--- config.mk ---
export PLATFORM = sky130hd
export DESIGN_NAME = run_termination_flip_statistics
export DESIGN_NICKNAME = d
export VERILOG_FILES = /design/src/sv/rtfs_pkg.sv /design/src/sv/rtfs_front.sv /design/src/sv/rtfs_queue.sv /design/src/sv/rtfs_back.sv /design/src/sv/run_termination_flip_statistics.sv
export SDC_FILE = /design/constraint.sdc
export NUM_CORES = 2
export LEC_CHECK = 0
export ABC_AREA = 1
export BUFFER_PORTS_ARGS = -buffer_cell sky130_fd_sc_hd__buf_4
export CAP_MARGIN = 30
export CELL_PAD_IN_SITES_DETAIL_PLACEMENT = 1
export CELL_PAD_IN_SITES_GLOBAL_PLACEMENT = 2
export CORE_ASPECT_RATIO = 1.2
export CORE_MARGIN = 5
export CORE_UTILIZATION = 28
export DETAILED_ROUTE_END_ITERATION = 7
export GPL_TIMING_DRIVEN = 0
export PLACE_DENSITY_LB_ADDON = 0.15
export SETUP_SLACK_MARGIN = 0.1
export SYNTH_ARGS = -nofsm -noshare
export SYNTH_HDL_FRONTEND = slang
export SYNTH_SLANG_ARGS = --single-unit
--- constraint.sdc ---
create_clock -name i_clk -period 5.28 [get_ports i_clk]
set_input_delay 0.528 -clock i_clk [delete_from_list [all_inputs] [get_ports i_clk]]
set_output_delay 0.528 -clock i_clk [all_outputs]
set_load 0.01 [all_outputs]
--- src/sv/rtfs_pkg.sv ---
package rtfs_pkg;

    localparam int unsigned DATA_W      = 32;
    localparam int unsigned MASK_W      = 64;
    localparam int unsigned IDX_W       = 6;
    localparam int unsigned CFG_IDX_W   = 2;
    localparam int unsigned QUEUE_DEPTH = 2;
    localparam int unsigned QPTR_W      = (QUEUE_DEPTH > 1) ? $clog2(QUEUE_DEPTH) : 1;
    localparam int unsigned QCNT_W      = $clog2(QUEUE_DEPTH + 1);
    localparam int unsigned DIV_CNT_W   = $clog2(DATA_W);

    localparam logic [CFG_IDX_W-1:0] REG_TIME_LIMIT  = 2'd0;
    localparam logic [CFG_IDX_W-1:0] REG_SWITCH_MASK = 2'd1;

    localparam logic [DATA_W-1:0] ONE_FIXED        = 32'h0001_0000;
    localparam logic [DATA_W-1:0] SAT_VALUE        = 32'hFFFF_FFFF;
    localparam logic [DATA_W-1:0] TIME_LIMIT_RESET = 32'hFFFF_FFFF;

    typedef enum logic [0:0] {
        ACT_EVAL  = 1'b0,
        ACT_CLEAR = 1'b1
    } t_action;

    typedef enum logic [1:0] {
        CAUSE_CONTINUE = 2'd0,
        CAUSE_TIME     = 2'd1,
        CAUSE_FLIP     = 2'd2,
        CAUSE_CLEAR    = 2'd3
    } t_cause;

    typedef enum logic [1:0] {
        ST_IDLE,
        ST_PREP,
        ST_DIV,
        ST_DONE
    } t_back_state;

    typedef struct packed {
        t_cause            kind;
        logic [IDX_W-1:0]  idx;
        logic              idx_ok;
        logic              mark;
        logic [DATA_W-1:0] sim_time;
    } t_entry;

    function automatic logic [DATA_W-1:0] sat_inc(input logic [DATA_W-1:0] v);
        sat_inc = (v == SAT_VALUE) ? SAT_VALUE : v + 1'b1;
    endfunction

endpackage

--- src/sv/rtfs_front.sv ---
module rtfs_front #(
    parameter int unsigned REACTION_COUNT = 64
) (
    input  logic                             i_clk,
    input  logic                             i_rst_n,
    input  logic                             i_cfg_we,
    input  logic [rtfs_pkg::CFG_IDX_W-1:0]   i_cfg_index,
    input  logic [rtfs_pkg::MASK_W-1:0]      i_cfg_data,
    input  logic                             i_action,
    input  logic [rtfs_pkg::IDX_W-1:0]       i_reaction_index,
    input  logic [rtfs_pkg::DATA_W-1:0]      i_sim_time,
    input  logic [rtfs_pkg::DATA_W-1:0]      i_switch_quantity,
    output rtfs_pkg::t_entry                 o_entry
);
    import rtfs_pkg::*;

    logic [DATA_W-1:0] r_time_limit;
    logic [MASK_W-1:0] r_switch_mask;
    logic              idx_ok;

    always_ff @(posedge i_clk) begin
        if (!i_rst_n) begin
            r_time_limit  <= TIME_LIMIT_RESET;
            r_switch_mask <= '0;
        end else if (i_cfg_we) begin
            if (i_cfg_index == REG_TIME_LIMIT) begin
                r_time_limit <= i_cfg_data[DATA_W-1:0];
            end
            if (i_cfg_index == REG_SWITCH_MASK) begin
                r_switch_mask <= i_cfg_data;
            end
        end
    end

    always_comb begin
        idx_ok = ({1'b0, i_reaction_index} < (IDX_W + 1)'(REACTION_COUNT));
        o_entry.idx      = i_reaction_index;
        o_entry.idx_ok   = idx_ok;
        o_entry.mark     = idx_ok & r_switch_mask[i_reaction_index];
        o_entry.sim_time = i_sim_time;
        if (t_action'(i_action) == ACT_CLEAR) begin
            o_entry.kind = CAUSE_CLEAR;
        end else if (i_sim_time >= r_time_limit) begin
            o_entry.kind = CAUSE_TIME;
        end else if (i_switch_quantity >= ONE_FIXED) begin
            o_entry.kind = CAUSE_FLIP;
        end else begin
            o_entry.kind = CAUSE_CONTINUE;
        end
    end

endmodule

--- src/sv/rtfs_queue.sv ---
module rtfs_queue (
    input  logic             i_clk,
    input  logic             i_rst_n,
    input  logic             i_push,
    input  rtfs_pkg::t_entry i_entry,
    output logic             o_full,
    input  logic             i_pop,
    output rtfs_pkg::t_entry o_entry,
    output logic             o_empty
);
    import rtfs_pkg::*;

    t_entry              r_slots [QUEUE_DEPTH];
    logic [QPTR_W-1:0]   r_wr_ptr;
    logic [QPTR_W-1:0]   r_rd_ptr;
    logic [QCNT_W-1:0]   r_count;
    logic [QPTR_W-1:0]   n_wr_ptr;
    logic [QPTR_W-1:0]   n_rd_ptr;
    logic [QCNT_W-1:0]   n_count;

    assign o_full  = (r_count == QCNT_W'(QUEUE_DEPTH));
    assign o_empty = (r_count == '0);
    assign o_entry = r_slots[r_rd_ptr];

    always_comb begin
        n_wr_ptr = r_wr_ptr;
        n_rd_ptr = r_rd_ptr;
        n_count  = r_count;
        if (i_push) begin
            n_wr_ptr = (r_wr_ptr == QPTR_W'(QUEUE_DEPTH - 1)) ? '0 : r_wr_ptr + 1'b1;
        end
        if (i_pop) begin
            n_rd_ptr = (r_rd_ptr == QPTR_W'(QUEUE_DEPTH - 1)) ? '0 : r_rd_ptr + 1'b1;
        end
        if (i_push && !i_pop) begin
            n_count = r_count + 1'b1;
        end else if (i_pop && !i_push) begin
            n_count = r_count - 1'b1;
        end
    end

    always_ff @(posedge i_clk) begin
        if (!i_rst_n) begin
            r_wr_ptr <= '0;
            r_rd_ptr <= '0;
            r_count  <= '0;
        end else begin
            r_wr_ptr <= n_wr_ptr;
            r_rd_ptr <= n_rd_ptr;
            r_count  <= n_count;
        end
    end

    always_ff @(posedge i_clk) begin
        if (i_push) begin
            r_slots[r_wr_ptr] <= i_entry;
        end
    end

endmodule

--- src/sv/rtfs_back.sv ---
module rtfs_back #(
    parameter int unsigned REACTION_COUNT = 64
) (
    input  logic                          i_clk,
    input  logic                          i_rst_n,
    input  rtfs_pkg::t_entry              i_entry,
    input  logic                          i_empty,
    output logic                          o_pop,
    output logic                          o_valid,
    input  logic                          i_ready,
    output logic                          o_terminate,
    output logic [1:0]                    o_cause,
    output logic [rtfs_pkg::DATA_W-1:0]   o_flip_total,
    output logic [rtfs_pkg::DATA_W-1:0]   o_timeout_total,
    output logic [rtfs_pkg::DATA_W-1:0]   o_mean_flip_time,
    output logic [rtfs_pkg::DATA_W-1:0]   o_reaction_flip_count
);
    import rtfs_pkg::*;

    localparam int unsigned AW = (REACTION_COUNT > 1) ? $clog2(REACTION_COUNT) : 1;

    t_back_state          r_state;
    t_back_state          n_state;
    t_entry               r_item;
    logic [DATA_W-1:0]    r_mem [REACTION_COUNT];
    logic [DATA_W-1:0]    r_rd_data;
    logic                 r_rd_vld;
    logic [REACTION_COUNT-1:0] r_valid_bits;

    logic [DATA_W-1:0]    r_flips;
    logic [DATA_W-1:0]    r_timeouts;
    logic [DATA_W-1:0]    r_mean;
    logic [DATA_W-1:0]    r_n;
    logic                 r_neg;
    logic [DATA_W-1:0]    r_rem;
    logic [DATA_W-1:0]    r_quo;
    logic [DIV_CNT_W-1:0] r_bit_cnt;

    logic                 r_out_valid;
    logic                 r_out_term;
    t_cause               r_out_cause;
    logic [DATA_W-1:0]    r_out_flips;
    logic [DATA_W-1:0]    r_out_timeouts;
    logic [DATA_W-1:0]    r_out_mean;
    logic [DATA_W-1:0]    r_out_count;

    logic                 finish;
    logic                 mem_wr;
    logic [AW-1:0]        rd_addr;
    logic [AW-1:0]        wr_addr;
    logic [DATA_W:0]      trial;
    logic                 ge;
    logic [DATA_W:0]      diff;
    logic [DATA_W-1:0]    n_n;
    logic                 n_neg;
    logic [DATA_W-1:0]    n_mag;
    logic [DATA_W-1:0]    cur_count;
    logic [DATA_W-1:0]    n_count;
    logic [DATA_W-1:0]    n_flips;
    logic [DATA_W-1:0]    n_timeouts;
    logic [DATA_W-1:0]    n_mean;
    logic                 n_term;

    assign rd_addr = i_entry.idx[AW-1:0];
    assign wr_addr = r_item.idx[AW-1:0];

    always_comb begin
        n_state = r_state;
        o_pop   = 1'b0;
        finish  = 1'b0;
        case (r_state)
            ST_IDLE: begin
                if (!i_empty) begin
                    o_pop   = 1'b1;
                    n_state = ST_PREP;
                end
            end
            ST_PREP: begin
                n_state = (r_item.kind == CAUSE_FLIP) ? ST_DIV : ST_DONE;
            end
            ST_DIV: begin
                if (r_bit_cnt == '0) begin
                    n_state = ST_DONE;
                end
            end
            ST_DONE: begin
                if (!r_out_valid || i_ready) begin
                    finish  = 1'b1;
                    n_state = ST_IDLE;
                end
            end
            default: begin
                n_state = ST_IDLE;
            end
        endcase
    end

    // restoring divide, one quotient bit per cycle
    always_comb begin
        trial = {r_rem, r_quo[DATA_W-1]};
        diff  = trial - {1'b0, r_n};
        ge    = (trial >= {1'b0, r_n});
    end

    always_comb begin
        n_n   = sat_inc(r_flips);
        n_neg = (r_item.sim_time < r_mean);
        n_mag = n_neg ? (r_mean - r_item.sim_time) : (r_item.sim_time - r_mean);
    end

    always_comb begin
        cur_count  = (r_item.idx_ok && r_rd_vld) ? r_rd_data : '0;
        n_count    = cur_count;
        n_flips    = r_flips;
        n_timeouts = r_timeouts;
        n_mean     = r_mean;
        n_term     = 1'b0;
        mem_wr     = 1'b0;
        case (r_item.kind)
            CAUSE_CLEAR: begin
                n_flips    = '0;
                n_timeouts = '0;
                n_mean     = '0;
            end
            CAUSE_TIME: begin
                n_timeouts = sat_inc(r_timeouts);
                n_term     = 1'b1;
            end
            CAUSE_FLIP: begin
                n_flips = r_n;
                n_mean  = r_neg ? (r_mean - r_quo) : (r_mean + r_quo);
                n_term  = 1'b1;
                if (r_item.mark) begin
                    n_count = sat_inc(cur_count);
                    mem_wr  = finish;
                end
            end
            default: begin
                n_term = 1'b0;
            end
        endcase
    end

    always_ff @(posedge i_clk) begin
        if (!i_rst_n) begin
            r_state      <= ST_IDLE;
            r_valid_bits <= '0;
            r_flips      <= '0;
            r_timeouts   <= '0;
            r_mean       <= '0;
            r_out_valid  <= 1'b0;
        end else begin
            r_state <= n_state;
            if (mem_wr) begin
                r_valid_bits[wr_addr] <= 1'b1;
            end
            if (finish) begin
                r_flips    <= n_flips;
                r_timeouts <= n_timeouts;
                r_mean     <= n_mean;
            end
            if (finish) begin
                r_out_valid <= 1'b1;
            end else if (i_ready) begin
                r_out_valid <= 1'b0;
            end
        end
    end

    always_ff @(posedge i_clk) begin
        if (o_pop) begin
            r_item    <= i_entry;
            r_rd_data <= r_mem[rd_addr];
            r_rd_vld  <= i_entry.idx_ok & r_valid_bits[rd_addr];
        end
        if (mem_wr) begin
            r_mem[wr_addr] <= n_count;
        end
    end

    always_ff @(posedge i_clk) begin
        if (r_state == ST_PREP) begin
            r_n       <= n_n;
            r_neg     <= n_neg;
            r_rem     <= '0;
            r_quo     <= n_mag;
            r_bit_cnt <= DIV_CNT_W'(DATA_W - 1);
        end else if (r_state == ST_DIV) begin
            r_rem     <= ge ? diff[DATA_W-1:0] : trial[DATA_W-1:0];
            r_quo     <= {r_quo[DATA_W-2:0], ge};
            r_bit_cnt <= r_bit_cnt - 1'b1;
        end
        if (finish) begin
            r_out_term     <= n_term;
            r_out_cause    <= r_item.kind;
            r_out_flips    <= n_flips;
            r_out_timeouts <= n_timeouts;
            r_out_mean     <= n_mean;
            r_out_count    <= r_item.idx_ok ? n_count : '0;
        end
    end

    assign o_valid               = r_out_valid;
    assign o_terminate           = r_out_term;
    assign o_cause               = r_out_cause;
    assign o_flip_total          = r_out_flips;
    assign o_timeout_total       = r_out_timeouts;
    assign o_mean_flip_time      = r_out_mean;
    assign o_reaction_flip_count = r_out_count;

endmodule

--- src/sv/run_termination_flip_statistics.sv ---
// Run termination decider with flip statistics.
// Input channel (i_valid/o_ready) takes one word per simulation event: action,
// reaction index, time and switch quantity, all 16.16 where fractional.
// Output channel (o_valid/i_ready) returns one word per input word, in order:
// terminate, cause, run totals, running mean flip time, reaction flip count.
// Config port: i_cfg_we with i_cfg_index 0 (time limit) or 1 (switching mask),
// which the user must write only while the block is idle; the block does not enforce this.
// The front classifies each word on acceptance and parks it in a two-entry
// queue; the back reads the reaction counter, updates statistics and loads the
// output register.
// In the back, clear, timeout and continue words pass through the idle, prep
// and done states; a flip word also runs the 32-step serial divider of the
// mean update between prep and done.
// Reset clears totals, mean, reaction counter valid bits, queue and output
// valid flag; time limit resets to all ones, mask to zero.
// A stalled receiver holds the result in the output register; the back then
// waits, the queue fills and o_ready drops when it is full.
module run_termination_flip_statistics #(
    parameter int unsigned REACTION_COUNT = 64
) (
    input  logic                             i_clk,
    input  logic                             i_rst_n,
    input  logic                             i_cfg_we,
    input  logic [rtfs_pkg::CFG_IDX_W-1:0]   i_cfg_index,
    input  logic [rtfs_pkg::MASK_W-1:0]      i_cfg_data,
    input  logic                             i_valid,
    output logic                             o_ready,
    input  logic                             i_action,
    input  logic [rtfs_pkg::IDX_W-1:0]       i_reaction_index,
    input  logic [rtfs_pkg::DATA_W-1:0]      i_sim_time,
    input  logic [rtfs_pkg::DATA_W-1:0]      i_switch_quantity,
    output logic                             o_valid,
    input  logic                             i_ready,
    output logic                             o_terminate,
    output logic [1:0]                       o_cause,
    output logic [rtfs_pkg::DATA_W-1:0]      o_flip_total,
    output logic [rtfs_pkg::DATA_W-1:0]      o_timeout_total,
    output logic [rtfs_pkg::DATA_W-1:0]      o_mean_flip_time,
    output logic [rtfs_pkg::DATA_W-1:0]      o_reaction_flip_count
);
    import rtfs_pkg::*;

    t_entry front_entry;
    t_entry head_entry;
    logic   q_full;
    logic   q_empty;
    logic   q_pop;

    assign o_ready = !q_full;

    rtfs_front #(
        .REACTION_COUNT (REACTION_COUNT)
    ) u_front (
        .i_clk             (i_clk),
        .i_rst_n           (i_rst_n),
        .i_cfg_we          (i_cfg_we),
        .i_cfg_index       (i_cfg_index),
        .i_cfg_data        (i_cfg_data),
        .i_action          (i_action),
        .i_reaction_index  (i_reaction_index),
        .i_sim_time        (i_sim_time),
        .i_switch_quantity (i_switch_quantity),
        .o_entry           (front_entry)
    );

    rtfs_queue u_queue (
        .i_clk   (i_clk),
        .i_rst_n (i_rst_n),
        .i_push  (i_valid & !q_full),
        .i_entry (front_entry),
        .o_full  (q_full),
        .i_pop   (q_pop),
        .o_entry (head_entry),
        .o_empty (q_empty)
    );

    rtfs_back #(
        .REACTION_COUNT (REACTION_COUNT)
    ) u_back (
        .i_clk                 (i_clk),
        .i_rst_n               (i_rst_n),
        .i_entry               (head_entry),
        .i_empty               (q_empty),
        .o_pop                 (q_pop),
        .o_valid               (o_valid),
        .i_ready               (i_ready),
        .o_terminate           (o_terminate),
        .o_cause               (o_cause),
        .o_flip_total          (o_flip_total),
        .o_timeout_total       (o_timeout_total),
        .o_mean_flip_time      (o_mean_flip_time),
        .o_reaction_flip_count (o_reaction_flip_count)
    );

endmodule
==> results by group <==
Detailed routing
  – First-pass DRT Iterations: 6
  – Highest metal used: met5
  – Wire length on met2: approximately 290000 um
  – Routed vias/inst: 5.17
  – Routed WL per cell: 31.6 um
  – Antenna-violating nets left: 0
  – DR iter-0 viols: ~8500
  – Detailed-route DRC error count: 0
  – Routed wl met3: 29200 um
  – Via Count: 95300
  – Final wirelength: between 500000 and 600000 um
  – WL met1: 228000 um

Placement
  – Port bufs: approximately 260
  – Placed Instance Area: 135000 um^2
  – Dpl hpwl: 435000 um
  – DP Worst Slack: 0.181 ns
  – Routability cong.: 0.996

STA
  – Slew HR: about a quarter
  – Hold Fails Final Rpt: 0
  – RSZ-0062 raised after global routing: false
  – Final worst-path cycle share: around 97%
  – Min Tclk post-route: a little over 5 ns
  – Max Slew Vio Count: 0
  – Worst-Margin Slew: 1.12 ns
  – Setup_tns: 0 ns
  – Final setup margin: 0.144 ns
  – FMAX: 195 MHz
  – Final setup viols: 0
  – Skew final: roughly 0.063 ns

Yosys
  – Primary FF master, synth: edfxtp_1
  – Syn_nets: 11900
  – Yosys cell types: 54
  – Synth cell count leaders: 2400 x edfxtp_1, 1998 x nand2_1, 1589 x nor2_1
  – Syn Area/Cell: 10.4 um^2
  – Mapped cell area: around 120000 um^2
  – Synth warn: 0
  – Gate Count Post-Synth: 11600
  – Yosys top cell area share: 60.1%
  – Cell with the most instances after synthesis: edfxtp_1
  – Synthesized flop and latch total: 2701
  – Async SR Flop Fraction: 0%
  – Largest area contributor in the netlist: edfxtp_1
  – EDFF count, synth: 2400
  – Synth area leaders: edfxtp_1 60%, nand2_1 6.3%, dfxtp_1 5.0%
  – Register area share after synthesis: 65.1%

Global route
  – Initial antenna violation count: 35
  – Vias in the first global route: roughly 97000
  – Largest net degree at the start of global routing: 104
  – First-pass GRT wire length: around 790000 um
  – GR Util All Layers: 25.4%
  – Congestion Overflow GR: 0

Critical path
  – Crit end category: flop
  – Slowest stage delay, CP: roughly 0.95 ns
  – Kind of critical path: reg -> reg
  – CP startpoint kind: flop
  – Critical Path RT: approximately 6 ns
  – Slowest CP cell: nand3_1
  – Critical path arrival: between 5 and 6 ns
  – Crit path max fanout: 14
  – Cell Chain, Critical Path: ha_1 > buf_2 > nand2_1 > nor2_1 > nand3_1 > nor2_4 > buf_12 > buf_12
  – Most used cell, CP: buf_12

Flow run
  – Max Cap Viol: 0

Die
  – Die width: roughly 610 um
  – Rows: 263
  – Initial Utilization: 28.1%
  – Height of the die: about 730 um
  – # IOs: between 200 and 300
  – Core footprint: 427000 um^2
  – Die area: 442000 um^2

Layout
  – Fillcell total: approximately 48000
  – Fraction of final layout cells sized beyond drive strength 1: a little over 10%
  – P&R area growth vs syn: 21.8%
  – Final Util: between 30% and 40%
  – Layout net count: 12800
  – Register Area: between 70000 and 80000 um^2
  – Multi-input gate area: 36500 um^2
  – Final instance area: 146000 um^2

Pwr
  – Worst vdd ir: 0.335 mV
  – PwrDens: just under 600 nW/um^2
  – Pleak: 53.7 nW
  – Tot Pwr: 87.1 mW

Clock network
  – CTS Sinks: 2701
  – Cts repair resizes: 0
  – Reg clk slew, reported paths: 0.06 ns
  – H-tree depth: 5
  – CTS tree: built
  – TritonCTS buffer count: 315
  – Root buffer cell: clkbuf_16
  – Max clock buf depth: 4
  – Clk_lat worst skew: 0.99 ns

Status
  – Status: finished clean

Min path
  – Hold crit path type: in -> reg
area by class of cell:
type,instances,area share [%]
multi-input cells,7287,25.0
inverters,936,2.41
diodes,11,0.0188
flip-flops and latches,2701,53.4
well taps,5697,4.88
clock buffers,382,5.70
plain buffers,630,1.86
clock inverters,194,1.39
repair buffers,604,5.35
power breakdown:
group | switching, mW | total [mW] | internal (mW)
Combinational | 28.2 | 36.5 | 8.28
Sequential | 0.831 | 28.1 | 27.3
Clock | 9.59 | 22.5 | 12.9
flip-flops by register name, indices dropped and copies added, names as in the netlist, 2 cells and up, named ones only:
| name | count |
|---|---|
| u_back.o_cause | 2 |
| u_back.o_flip_total | 32 |
| u_back.o_mean_flip_time | 32 |
| u_back.o_reaction_flip_count | 32 |
| u_back.o_timeout_total | 32 |
| u_back.r_bit_cnt | 5 |
| u_back.r_flips | 32 |
| u_back.r_item | 35 |
| u_back.r_mean | 32 |
| u_back.r_mem | 2048 |
| u_back.r_n | 32 |
| u_back.r_quo | 32 |
| u_back.r_rd_data | 32 |
| u_back.r_rem | 32 |
| u_back.r_state | 2 |
| u_back.r_timeouts | 32 |
| u_back.r_valid_bits | 64 |
| u_back.wr_addr | 6 |
| u_front.r_switch_mask | 64 |
| u_front.r_time_limit | 32 |
| u_queue.r_count | 2 |
| u_queue.r_slots | 82 |
through the flow:
| stage | instances | hold WS [ns] |
|---|---|---|
| after global routing | 18400 | 0.0652 |
| after global placement | 17500 | 0.437 |
| final | 18400 | 0.106 |
| after CTS | 18400 | 0.0268 |
| after detailed placement | 17700 | 0.455 |
| after floorplan | 11600 | 0.426 |
worst paths after layout:
check / startpoint / end / slack (ns) / cells past startpoint
max: u_back.r_item[41] / u_back.r_mem[57][8] / 0.14 / 8
min: i_rst_n / u_queue.r_count[1] / 0.11 / 4
max reg2reg: u_back.r_item[41] / u_back.r_mem[57][8] / 0.14 / 8
min reg2reg: u_back.r_valid_bits[10] / u_back.r_valid_bits[10] / 0.47 / 2
placed cells by master, fill, tap and decap left out, types with 15 or more instances in the layout:
master / instances
clkinv_2: 64
nor2_1: 1523
a211oi_1: 34
nor4_1: 15
buf_1: 40
o21ai_1: 188
o22ai_1: 146
clkbuf_16: 322
o21bai_1: 112
nand2_1: 1991
dlygate4sd3_1: 106
buf_2: 196
clkbuf_1: 421
nor3_1: 75
nand4_1: 53
o211ai_1: 447
dfxtp_1: 301
nand3_4: 18
bufinv_16: 32
nand3_1: 771
buf_12: 110
edfxtp_1: 2400
clkinv_1: 63
inv_1: 920
buf_8: 50
o21ai_0: 1195
xnor2_1: 20
a21oi_1: 293
buf_4: 285
buf_16: 63
xor2_1: 85
nor2_4: 66
ha_1: 169
layer usage:
metal,up-vias,global-route usage [%]
met3,959,3.13
met1,49100,30.3
li1,42200,-
met5,-,0
met2,3070,44.7
met4,6,13.6
critical path, delay by kind of cell, from the launching register on:
family / cells / cell delay [ns]
and+or+nand+nor: 4 / 3.13
DFF: 1 / 0.52
adders and majority gates: 1 / 0.21
buffers and inverters: 3 / 0.87
repair_timing:
action,CTS,global route
hold endpoints to repair,177,0
setup buffers,0,1
setup endpoints to repair,0,20
hold buffers,106,0
cell families after synthesis:
| kind of cell | count (synthesis) | share of synthesized area [%] |
|---|---|---|
| flip-flops | 2701 | 65.1 |
| adder cells (fa/ha/maj) | 175 | 1.85 |
| AND/OR/NAND/NOR | 4568 | 15.5 |
| buffers and inverters | 1566 | 5.18 |
| XOR/XNOR | 105 | 0.767 |
| AO/OA/AOI/OAI | 2438 | 11.6 |
| multiplexers | 1 | 0.00835 |
Power figures use the tool's default switching activity.
